`config.mk`:
```
export PLATFORM = sky130hd
export DESIGN_NAME = json_string_unescape
export DESIGN_NICKNAME = d
export VERILOG_FILES = /design/src/design/jsu_pkg.sv /design/src/design/jsu_decode.sv /design/src/design/json_string_unescape.sv
export SDC_FILE = /design/constraint.sdc
export NUM_CORES = 1
export LEC_CHECK = 0
export BUFFER_PORTS_ARGS = -buffer_cell sky130_fd_sc_hd__buf_2
export CAP_MARGIN = 20
export CORE_MARGIN = 1.5
export CORE_UTILIZATION = 60
export DETAILED_ROUTE_END_ITERATION = 10
export PLACE_DENSITY = 0.8
export SLEW_MARGIN = 15
export SYNTH_ARGS = -nofsm -noshare
export SYNTH_HDL_FRONTEND = slang
export SYNTH_HIERARCHICAL = 1
export SYNTH_SLANG_ARGS = --single-unit
```
`constraint.sdc`:
```
create_clock -name clk -period 7 [get_ports clk]
set_input_delay 0 -clock clk [delete_from_list [all_inputs] [get_ports clk]]
set_output_delay 0 -clock clk [all_outputs]
set_load 0.05 [all_outputs]
```
`src/design/jsu_pkg.sv`:
```
// Package for the JSON string unescape block: request types, scan modes,
// result kinds, error codes, character codes and small helper functions.
// No dependencies.
`default_nettype none

package jsu_pkg;

  localparam int MaxRes = 4;

  typedef struct packed {
    logic [7:0] in_byte;
    logic       text_end;
  } txt_t;

  typedef struct packed {
    logic [7:0] out_byte;
    logic [1:0] kind;
    logic [3:0] error_code;
    logic       last;
  } res_t;

  typedef res_t [MaxRes-1:0] res_quad_t;

  typedef enum logic [2:0] {
    MODE_IDLE    = 3'd0,
    MODE_BODY    = 3'd1,
    MODE_ESC     = 3'd2,
    MODE_HEX     = 3'd3,
    MODE_WANT_BS = 3'd4,
    MODE_WANT_U  = 3'd5,
    MODE_HEX_LO  = 3'd6
  } mode_t;

  typedef struct packed {
    mode_t       mode;
    logic [1:0]  cnt;
    logic [15:0] acc;
    logic [9:0]  hi;
  } scan_t;

  localparam logic [1:0] KIND_DATA  = 2'd0;
  localparam logic [1:0] KIND_CLOSE = 2'd1;
  localparam logic [1:0] KIND_ERROR = 2'd2;

  localparam logic [3:0] ERR_NONE      = 4'd0;
  localparam logic [3:0] ERR_NO_OPEN   = 4'd1;
  localparam logic [3:0] ERR_UNTERM    = 4'd2;
  localparam logic [3:0] ERR_UNTERM_ES = 4'd3;
  localparam logic [3:0] ERR_BAD_ESC   = 4'd4;
  localparam logic [3:0] ERR_CONTROL   = 4'd5;
  localparam logic [3:0] ERR_TRUNC_HEX = 4'd6;
  localparam logic [3:0] ERR_BAD_HEX   = 4'd7;
  localparam logic [3:0] ERR_BAD_PAIR  = 4'd8;
  localparam logic [3:0] ERR_LONE_LOW  = 4'd9;

  localparam logic [7:0] CH_QUOTE  = 8'h22;
  localparam logic [7:0] CH_BSLASH = 8'h5C;
  localparam logic [7:0] CH_SLASH  = 8'h2F;
  localparam logic [7:0] CH_B      = 8'h62;
  localparam logic [7:0] CH_F      = 8'h66;
  localparam logic [7:0] CH_N      = 8'h6E;
  localparam logic [7:0] CH_R      = 8'h72;
  localparam logic [7:0] CH_T      = 8'h74;
  localparam logic [7:0] CH_U      = 8'h75;
  localparam logic [7:0] CH_SPACE  = 8'h20;

  function automatic res_t mk_res(logic [7:0] b, logic [1:0] k, logic [3:0] code);
    res_t r;
    r.out_byte   = b;
    r.kind       = k;
    r.error_code = code;
    r.last       = 1'b0;
    return r;
  endfunction

  // Bit 4 set means not a hex digit.
  function automatic logic [4:0] hex_val(logic [7:0] c);
    logic [4:0] v;
    if (c >= 8'h30 && c <= 8'h39) begin
      v = {1'b0, c[3:0]};
    end else if ((c >= 8'h61 && c <= 8'h66) || (c >= 8'h41 && c <= 8'h46)) begin
      v = {1'b0, c[3:0] + 4'd9};
    end else begin
      v = 5'h10;
    end
    return v;
  endfunction

endpackage

`default_nettype wire

```
`src/design/jsu_decode.sv`:
```
// Combinational decode of one request against the scan state: next state
// and up to four results (UTF-8 bytes, close or error).
// Depends on jsu_pkg.
`default_nettype none

module jsu_decode (
  input  jsu_pkg::scan_t     st,
  input  jsu_pkg::txt_t      item,
  output jsu_pkg::scan_t     st_next,
  output logic [2:0]         cnt,
  output jsu_pkg::res_quad_t quad
);

  logic [7:0]  c;
  logic        fin;
  logic        err;
  logic [3:0]  code;
  logic        enc;
  logic [20:0] cp;
  logic [4:0]  hv;
  logic [15:0] acc_new;
  logic [10:0] hi_sum;

  assign c       = item.in_byte;
  assign fin     = item.text_end;
  assign hv      = jsu_pkg::hex_val(c);
  assign acc_new = {st.acc[11:0], hv[3:0]};
  assign hi_sum  = {1'b0, st.hi} + 11'd64;

  always_comb begin
    st_next = st;
    cnt     = 3'd0;
    quad    = '0;
    err     = 1'b0;
    code    = jsu_pkg::ERR_NONE;
    enc     = 1'b0;
    cp      = '0;

    unique case (st.mode) inside
      jsu_pkg::MODE_BODY: begin
        if (fin) begin
          err  = 1'b1;
          code = jsu_pkg::ERR_UNTERM;
        end else if (c == jsu_pkg::CH_QUOTE) begin
          st_next.mode = jsu_pkg::MODE_IDLE;
          cnt          = 3'd1;
          quad[0]      = jsu_pkg::mk_res(8'd0, jsu_pkg::KIND_CLOSE, jsu_pkg::ERR_NONE);
        end else if (c == jsu_pkg::CH_BSLASH) begin
          st_next.mode = jsu_pkg::MODE_ESC;
        end else if (c < jsu_pkg::CH_SPACE) begin
          err  = 1'b1;
          code = jsu_pkg::ERR_CONTROL;
        end else begin
          cnt     = 3'd1;
          quad[0] = jsu_pkg::mk_res(c, jsu_pkg::KIND_DATA, jsu_pkg::ERR_NONE);
        end
      end
      jsu_pkg::MODE_ESC: begin
        if (fin) begin
          err  = 1'b1;
          code = jsu_pkg::ERR_UNTERM_ES;
        end else begin
          st_next.mode = jsu_pkg::MODE_BODY;
          cnt          = 3'd1;
          case (c) inside
            jsu_pkg::CH_QUOTE, jsu_pkg::CH_BSLASH, jsu_pkg::CH_SLASH:
              quad[0] = jsu_pkg::mk_res(c, jsu_pkg::KIND_DATA, jsu_pkg::ERR_NONE);
            jsu_pkg::CH_B: quad[0] = jsu_pkg::mk_res(8'h08, jsu_pkg::KIND_DATA, jsu_pkg::ERR_NONE);
            jsu_pkg::CH_F: quad[0] = jsu_pkg::mk_res(8'h0C, jsu_pkg::KIND_DATA, jsu_pkg::ERR_NONE);
            jsu_pkg::CH_N: quad[0] = jsu_pkg::mk_res(8'h0A, jsu_pkg::KIND_DATA, jsu_pkg::ERR_NONE);
            jsu_pkg::CH_R: quad[0] = jsu_pkg::mk_res(8'h0D, jsu_pkg::KIND_DATA, jsu_pkg::ERR_NONE);
            jsu_pkg::CH_T: quad[0] = jsu_pkg::mk_res(8'h09, jsu_pkg::KIND_DATA, jsu_pkg::ERR_NONE);
            jsu_pkg::CH_U: begin
              cnt          = 3'd0;
              st_next.mode = jsu_pkg::MODE_HEX;
              st_next.cnt  = 2'd0;
              st_next.acc  = 16'd0;
            end
            default: begin
              cnt  = 3'd0;
              err  = 1'b1;
              code = jsu_pkg::ERR_BAD_ESC;
            end
          endcase
        end
      end
      jsu_pkg::MODE_HEX, jsu_pkg::MODE_HEX_LO: begin
        if (fin) begin
          err  = 1'b1;
          code = jsu_pkg::ERR_TRUNC_HEX;
        end else if (hv[4]) begin
          err  = 1'b1;
          code = jsu_pkg::ERR_BAD_HEX;
        end else begin
          st_next.acc = acc_new;
          if (st.cnt != 2'd3) begin
            st_next.cnt = st.cnt + 2'd1;
          end else begin
            st_next.cnt = 2'd0;
            if (st.mode == jsu_pkg::MODE_HEX_LO) begin
              if (acc_new[15:10] != 6'b110111) begin
                err  = 1'b1;
                code = jsu_pkg::ERR_BAD_PAIR;
              end else begin
                st_next.mode = jsu_pkg::MODE_BODY;
                enc          = 1'b1;
                cp           = {hi_sum, acc_new[9:0]};
              end
            end else if (acc_new[15:10] == 6'b110110) begin
              st_next.hi   = acc_new[9:0];
              st_next.mode = jsu_pkg::MODE_WANT_BS;
            end else if (acc_new[15:10] == 6'b110111) begin
              err  = 1'b1;
              code = jsu_pkg::ERR_LONE_LOW;
            end else begin
              st_next.mode = jsu_pkg::MODE_BODY;
              enc          = 1'b1;
              cp           = {5'd0, acc_new};
            end
          end
        end
      end
      jsu_pkg::MODE_WANT_BS: begin
        if (fin || c != jsu_pkg::CH_BSLASH) begin
          err  = 1'b1;
          code = jsu_pkg::ERR_BAD_PAIR;
        end else begin
          st_next.mode = jsu_pkg::MODE_WANT_U;
        end
      end
      jsu_pkg::MODE_WANT_U: begin
        if (fin || c != jsu_pkg::CH_U) begin
          err  = 1'b1;
          code = jsu_pkg::ERR_BAD_PAIR;
        end else begin
          st_next.mode = jsu_pkg::MODE_HEX_LO;
          st_next.cnt  = 2'd0;
          st_next.acc  = 16'd0;
        end
      end
      default: begin
        if (!fin && c == jsu_pkg::CH_QUOTE) begin
          st_next.mode = jsu_pkg::MODE_BODY;
        end else begin
          err  = 1'b1;
          code = jsu_pkg::ERR_NO_OPEN;
        end
      end
    endcase

    if (enc) begin
      if (cp[20:7] == '0) begin
        cnt     = 3'd1;
        quad[0] = jsu_pkg::mk_res(cp[7:0], jsu_pkg::KIND_DATA, jsu_pkg::ERR_NONE);
      end else if (cp[20:11] == '0) begin
        cnt     = 3'd2;
        quad[0] = jsu_pkg::mk_res({3'b110, cp[10:6]}, jsu_pkg::KIND_DATA, jsu_pkg::ERR_NONE);
        quad[1] = jsu_pkg::mk_res({2'b10, cp[5:0]}, jsu_pkg::KIND_DATA, jsu_pkg::ERR_NONE);
      end else if (cp[20:16] == '0) begin
        cnt     = 3'd3;
        quad[0] = jsu_pkg::mk_res({4'b1110, cp[15:12]}, jsu_pkg::KIND_DATA, jsu_pkg::ERR_NONE);
        quad[1] = jsu_pkg::mk_res({2'b10, cp[11:6]}, jsu_pkg::KIND_DATA, jsu_pkg::ERR_NONE);
        quad[2] = jsu_pkg::mk_res({2'b10, cp[5:0]}, jsu_pkg::KIND_DATA, jsu_pkg::ERR_NONE);
      end else begin
        cnt     = 3'd4;
        quad[0] = jsu_pkg::mk_res({5'b11110, cp[20:18]}, jsu_pkg::KIND_DATA, jsu_pkg::ERR_NONE);
        quad[1] = jsu_pkg::mk_res({2'b10, cp[17:12]}, jsu_pkg::KIND_DATA, jsu_pkg::ERR_NONE);
        quad[2] = jsu_pkg::mk_res({2'b10, cp[11:6]}, jsu_pkg::KIND_DATA, jsu_pkg::ERR_NONE);
        quad[3] = jsu_pkg::mk_res({2'b10, cp[5:0]}, jsu_pkg::KIND_DATA, jsu_pkg::ERR_NONE);
      end
    end

    if (err) begin
      st_next.mode = jsu_pkg::MODE_IDLE;
      cnt          = 3'd1;
      quad[0]      = jsu_pkg::mk_res(8'd0, jsu_pkg::KIND_ERROR, code);
    end
  end

endmodule

`default_nettype wire

```
`src/design/json_string_unescape.sv`:
```
// Top level of the JSON string unescape block: input register, scan state,
// result buffer of up to four entries drained one per cycle while res_ready is high.
// Depends on jsu_pkg and jsu_decode.
//
//   channel | signals                          | moves
//   txt     | txt_valid, txt_ready, txt        | one raw text byte or end mark
//   res     | res_valid, res_ready, res        | one decoded byte, close or error
//
// One request per cycle when each gives a single result and res is not stalled.
// A request that gives several results keeps the next request waiting while the
// buffer drains: a four-byte UTF-8 code point stalls txt until its bytes drain.
// Each request is decoded from the input register into the result buffer.
// Reset clears the scan state and empties the input register and the result buffer.
// A stall on res backs up into txt_ready once the input register is full.
`default_nettype none

module json_string_unescape (
  input  logic           clk,
  input  logic           rst,
  input  logic           txt_valid,
  output logic           txt_ready,
  input  jsu_pkg::txt_t  txt,
  output logic           res_valid,
  input  logic           res_ready,
  output jsu_pkg::res_t  res
);

  logic               hold_vld;
  jsu_pkg::txt_t      hold;
  jsu_pkg::scan_t     st;
  jsu_pkg::scan_t     st_next;
  logic [2:0]         cnt;
  jsu_pkg::res_quad_t quad;
  jsu_pkg::res_quad_t ent;
  logic [2:0]         rem;
  logic [1:0]         idx;
  logic               consume;

  jsu_decode u_decode (
    .st      (st),
    .item    (hold),
    .st_next (st_next),
    .cnt     (cnt),
    .quad    (quad)
  );

  assign res_valid = (rem != 3'd0);
  assign consume   = hold_vld && ((rem == 3'd0) || (rem == 3'd1 && res_ready));
  assign txt_ready = !hold_vld || consume;

  always_comb begin
    res      = ent[idx];
    res.last = (rem == 3'd1);
  end

  always_ff @(posedge clk) begin
    if (rst) begin
      hold_vld <= 1'b0;
      st       <= '{mode: jsu_pkg::MODE_IDLE, cnt: 2'd0, acc: 16'd0, hi: 10'd0};
      rem      <= 3'd0;
      idx      <= 2'd0;
    end else begin
      if (txt_valid && txt_ready) begin
        hold_vld <= 1'b1;
      end else if (consume) begin
        hold_vld <= 1'b0;
      end
      if (consume) begin
        st  <= st_next;
        rem <= cnt;
        idx <= 2'd0;
      end else if (res_valid && res_ready) begin
        rem <= rem - 3'd1;
        idx <= idx + 2'd1;
      end
    end
  end

  always_ff @(posedge clk) begin
    if (txt_valid && txt_ready) begin
      hold <= txt;
    end
    if (consume) begin
      ent <= quad;
    end
  end

endmodule

`default_nettype wire

```
==> results.md <==
* Status: complete, no violations
* Total track usage at 28.1%
* VDD IR max at 0.000166 V
* Worst-skew pair later-pin latency at 0.37 ns
* Post-DP HPWL at 10.7 mm
* Crit. End Element: flip-flop
* CP Cell Sequence: inv_1 > ha_1 > nor3b_1 > a311oi_2 > o211ai_1 > nand2b_1 > inv_2 > nor2_2 > clkinv_4 > a311oi_1 > nor3_2
* Mean Syn Cell Area at 9.77 um^2
* Final hold slack at 0.144 ns
* Initial antenna violation count at 0
* Final Instance Count excl. Fillers at 770
* Delay of the slowest critical-path stage at 0.57 ns
* CP Class: flip-flop to flip-flop
* Final setup violation count at 0
* Core ar. at 9820 um^2
* First-pass GRT wire length at 23.8 mm
* Min-Delay Path Class: input pin to flip-flop
* Ant diodes at 0
* CP Capture Point: ent[7]
* Initial Util at 62.0%
* Fin crit period at 4.01 ns
* Reg2Reg Setup Slack at 2.99 ns
* YS warnings at 6
* Iter 0 DRT Violations at 375
* CP bufs+invs at 3
* PwrDens at 265 nW/um^2
* RePlAce Congestion at 0.984
* Largest net degree at the start of global routing at 63
* RSZ-0062 raised after global routing: no
* Crit. Startpoint: hold[1]
* DR DRC count at 0
* Worst r2r dst: ent[7]
* Vias per cell at 6.30
* R2r startpoint: hold[1]
* Final hold vios at 0
* CP Data Arrival Time at 4.12 ns
* Post-Synthesis Cells at 623
* H-tree depth at 3
* Worst slew margin at 34.8%
* Clock-pin slew on the worst setup and hold paths at 0.10 ns
* Max-slew violations at 0
* Die area at 10800 um^2
* CP top delay family: simple AND/OR/NAND/NOR gates
* Slew @ Worst Pin at 0.977 ns
* Antenna viol nets, final at 0
* R2r worst-path depth at 11
* Worst path slowest cell: edfxtp_1
* Post-Route WL at 14.9 mm
* Vias in the first global route at 4477
* Worst Path Required at 7.11 ns
* PortBufs at 29
* Leakage at 2.25 nW
* Initial DRT Pass Iterations at 5
* FMAX at 249 MHz
* Clock sink total at 98
* Path length in cells of the critical path at 11
* Synthesized area at 6090 um^2
* WL/cell at 19.4 um
* GRT Residual Overflow at 0
* CTS buffer count at 9
* Max Cap Viol at 0
* Via count at 4853
* Synth-to-Final Area Change at 5.86%
* Post-layout nets at 654
* FP Rows at 36
* Final Util at 65.6%
* CTS tree: built
* Die Y at 104 um
* Dpl cells at 743
* Crit path max fanout at 22
* Chip Width at 104 um
* Worst setup SP type: flip-flop
* Share of post-route cells with drive strength above 1 at 14.8%
* Max clock buf depth at 2
* CTS Root Cell: clkbuf_8
* Crit share post-route at 57.3%
* # IOs at 30
* Clk_skew at 0.0167 ns
* Setup TNS at 0 ns
-- area by class of cell --
class                   instances  area, um^2
multi-input cells             462        3080
repair buffers                 43         278
clock inverters                 7         109
fillers                       835        3380
inverters                      18        72.6
clock buffers                   9         124
flip-flops and latches         98        2610
well taps                     133         166
-- report_power, final --
part | switching [mW] | internal [mW] | leakage (nW) | total, mW
sequential | 0.0708 | 0.718 | 0.875 | 0.789
combinational | 0.345 | 0.160 | 1.26 | 0.505
clock | 0.206 | 0.209 | 0.118 | 0.415
-- registers in the layout (all words and copies together) (netlist names) --
name / flops
ent: 56
st: 27
hold: 9
rem: 3
idx: 2
hold_vld: 1
-- through the flow --
stage / setup WS [ns] / cell area [um^2] / total power [mW]
finish: 2.99 / 6440 / 1.71
global route: 2.69 / 6440 / 1.78
CTS: 3.07 / 6440 / 1.72
detailed placement: 3.08 / 6100 / 1.30
global placement: 3.41 / 6100 / 1.29
floorplan: 4.09 / 6160 / 1.21
-- layer usage --
layer  vias to the layer above  track usage, %  wire [um]
li1                       2297               -          -
met1                      2351            39.8       6730
met3                        19            3.96        879
met5                         -               0          0
met2                       186            45.1       7040
met4                         0            8.43        255
-- cell usage in the layout, fill, tap and decap left out, drive strengths merged, types with 7 or more instances in the layout --
cell / instances
o21ai: 20
nor2b: 9
clkbuf: 9
ha: 9
nor2: 33
dlygate4sd3: 11
nand3: 21
edfxtp: 65
mux2: 8
inv: 20
a22o: 12
mux4: 14
a21oi: 59
nand2b: 9
or3: 7
buf: 32
dfxtp: 33
nor3: 21
a31oi: 15
conb: 21
nand2: 93
-- how the worst min path moves through the flow --
stage | startpoint | slack (ns) | cells after the start | to
4_1_cts | rst | 0.13 | 2 | st[9]
5_1_grt | rst | 0.17 | 2 | st[9]
6_report | rst | 0.14 | 2 | st[9]
2_1_floorplan | txt[0] | 0.1 | 0 | hold[0]
3_3_place_gp | txt[6] | 0.18 | 1 | hold[6]
3_5_place_dp | txt[5] | 0.18 | 1 | hold[5]
-- what timing repair did --
item / 4_1_cts / 5_1_grt
hold buffers: 11 / 0
buffers inserted: 0 / 0
gates resized for setup: 0 / 0
endpoints found under the hold margin: 11 / 0
(Power assumes the default switching activity.)
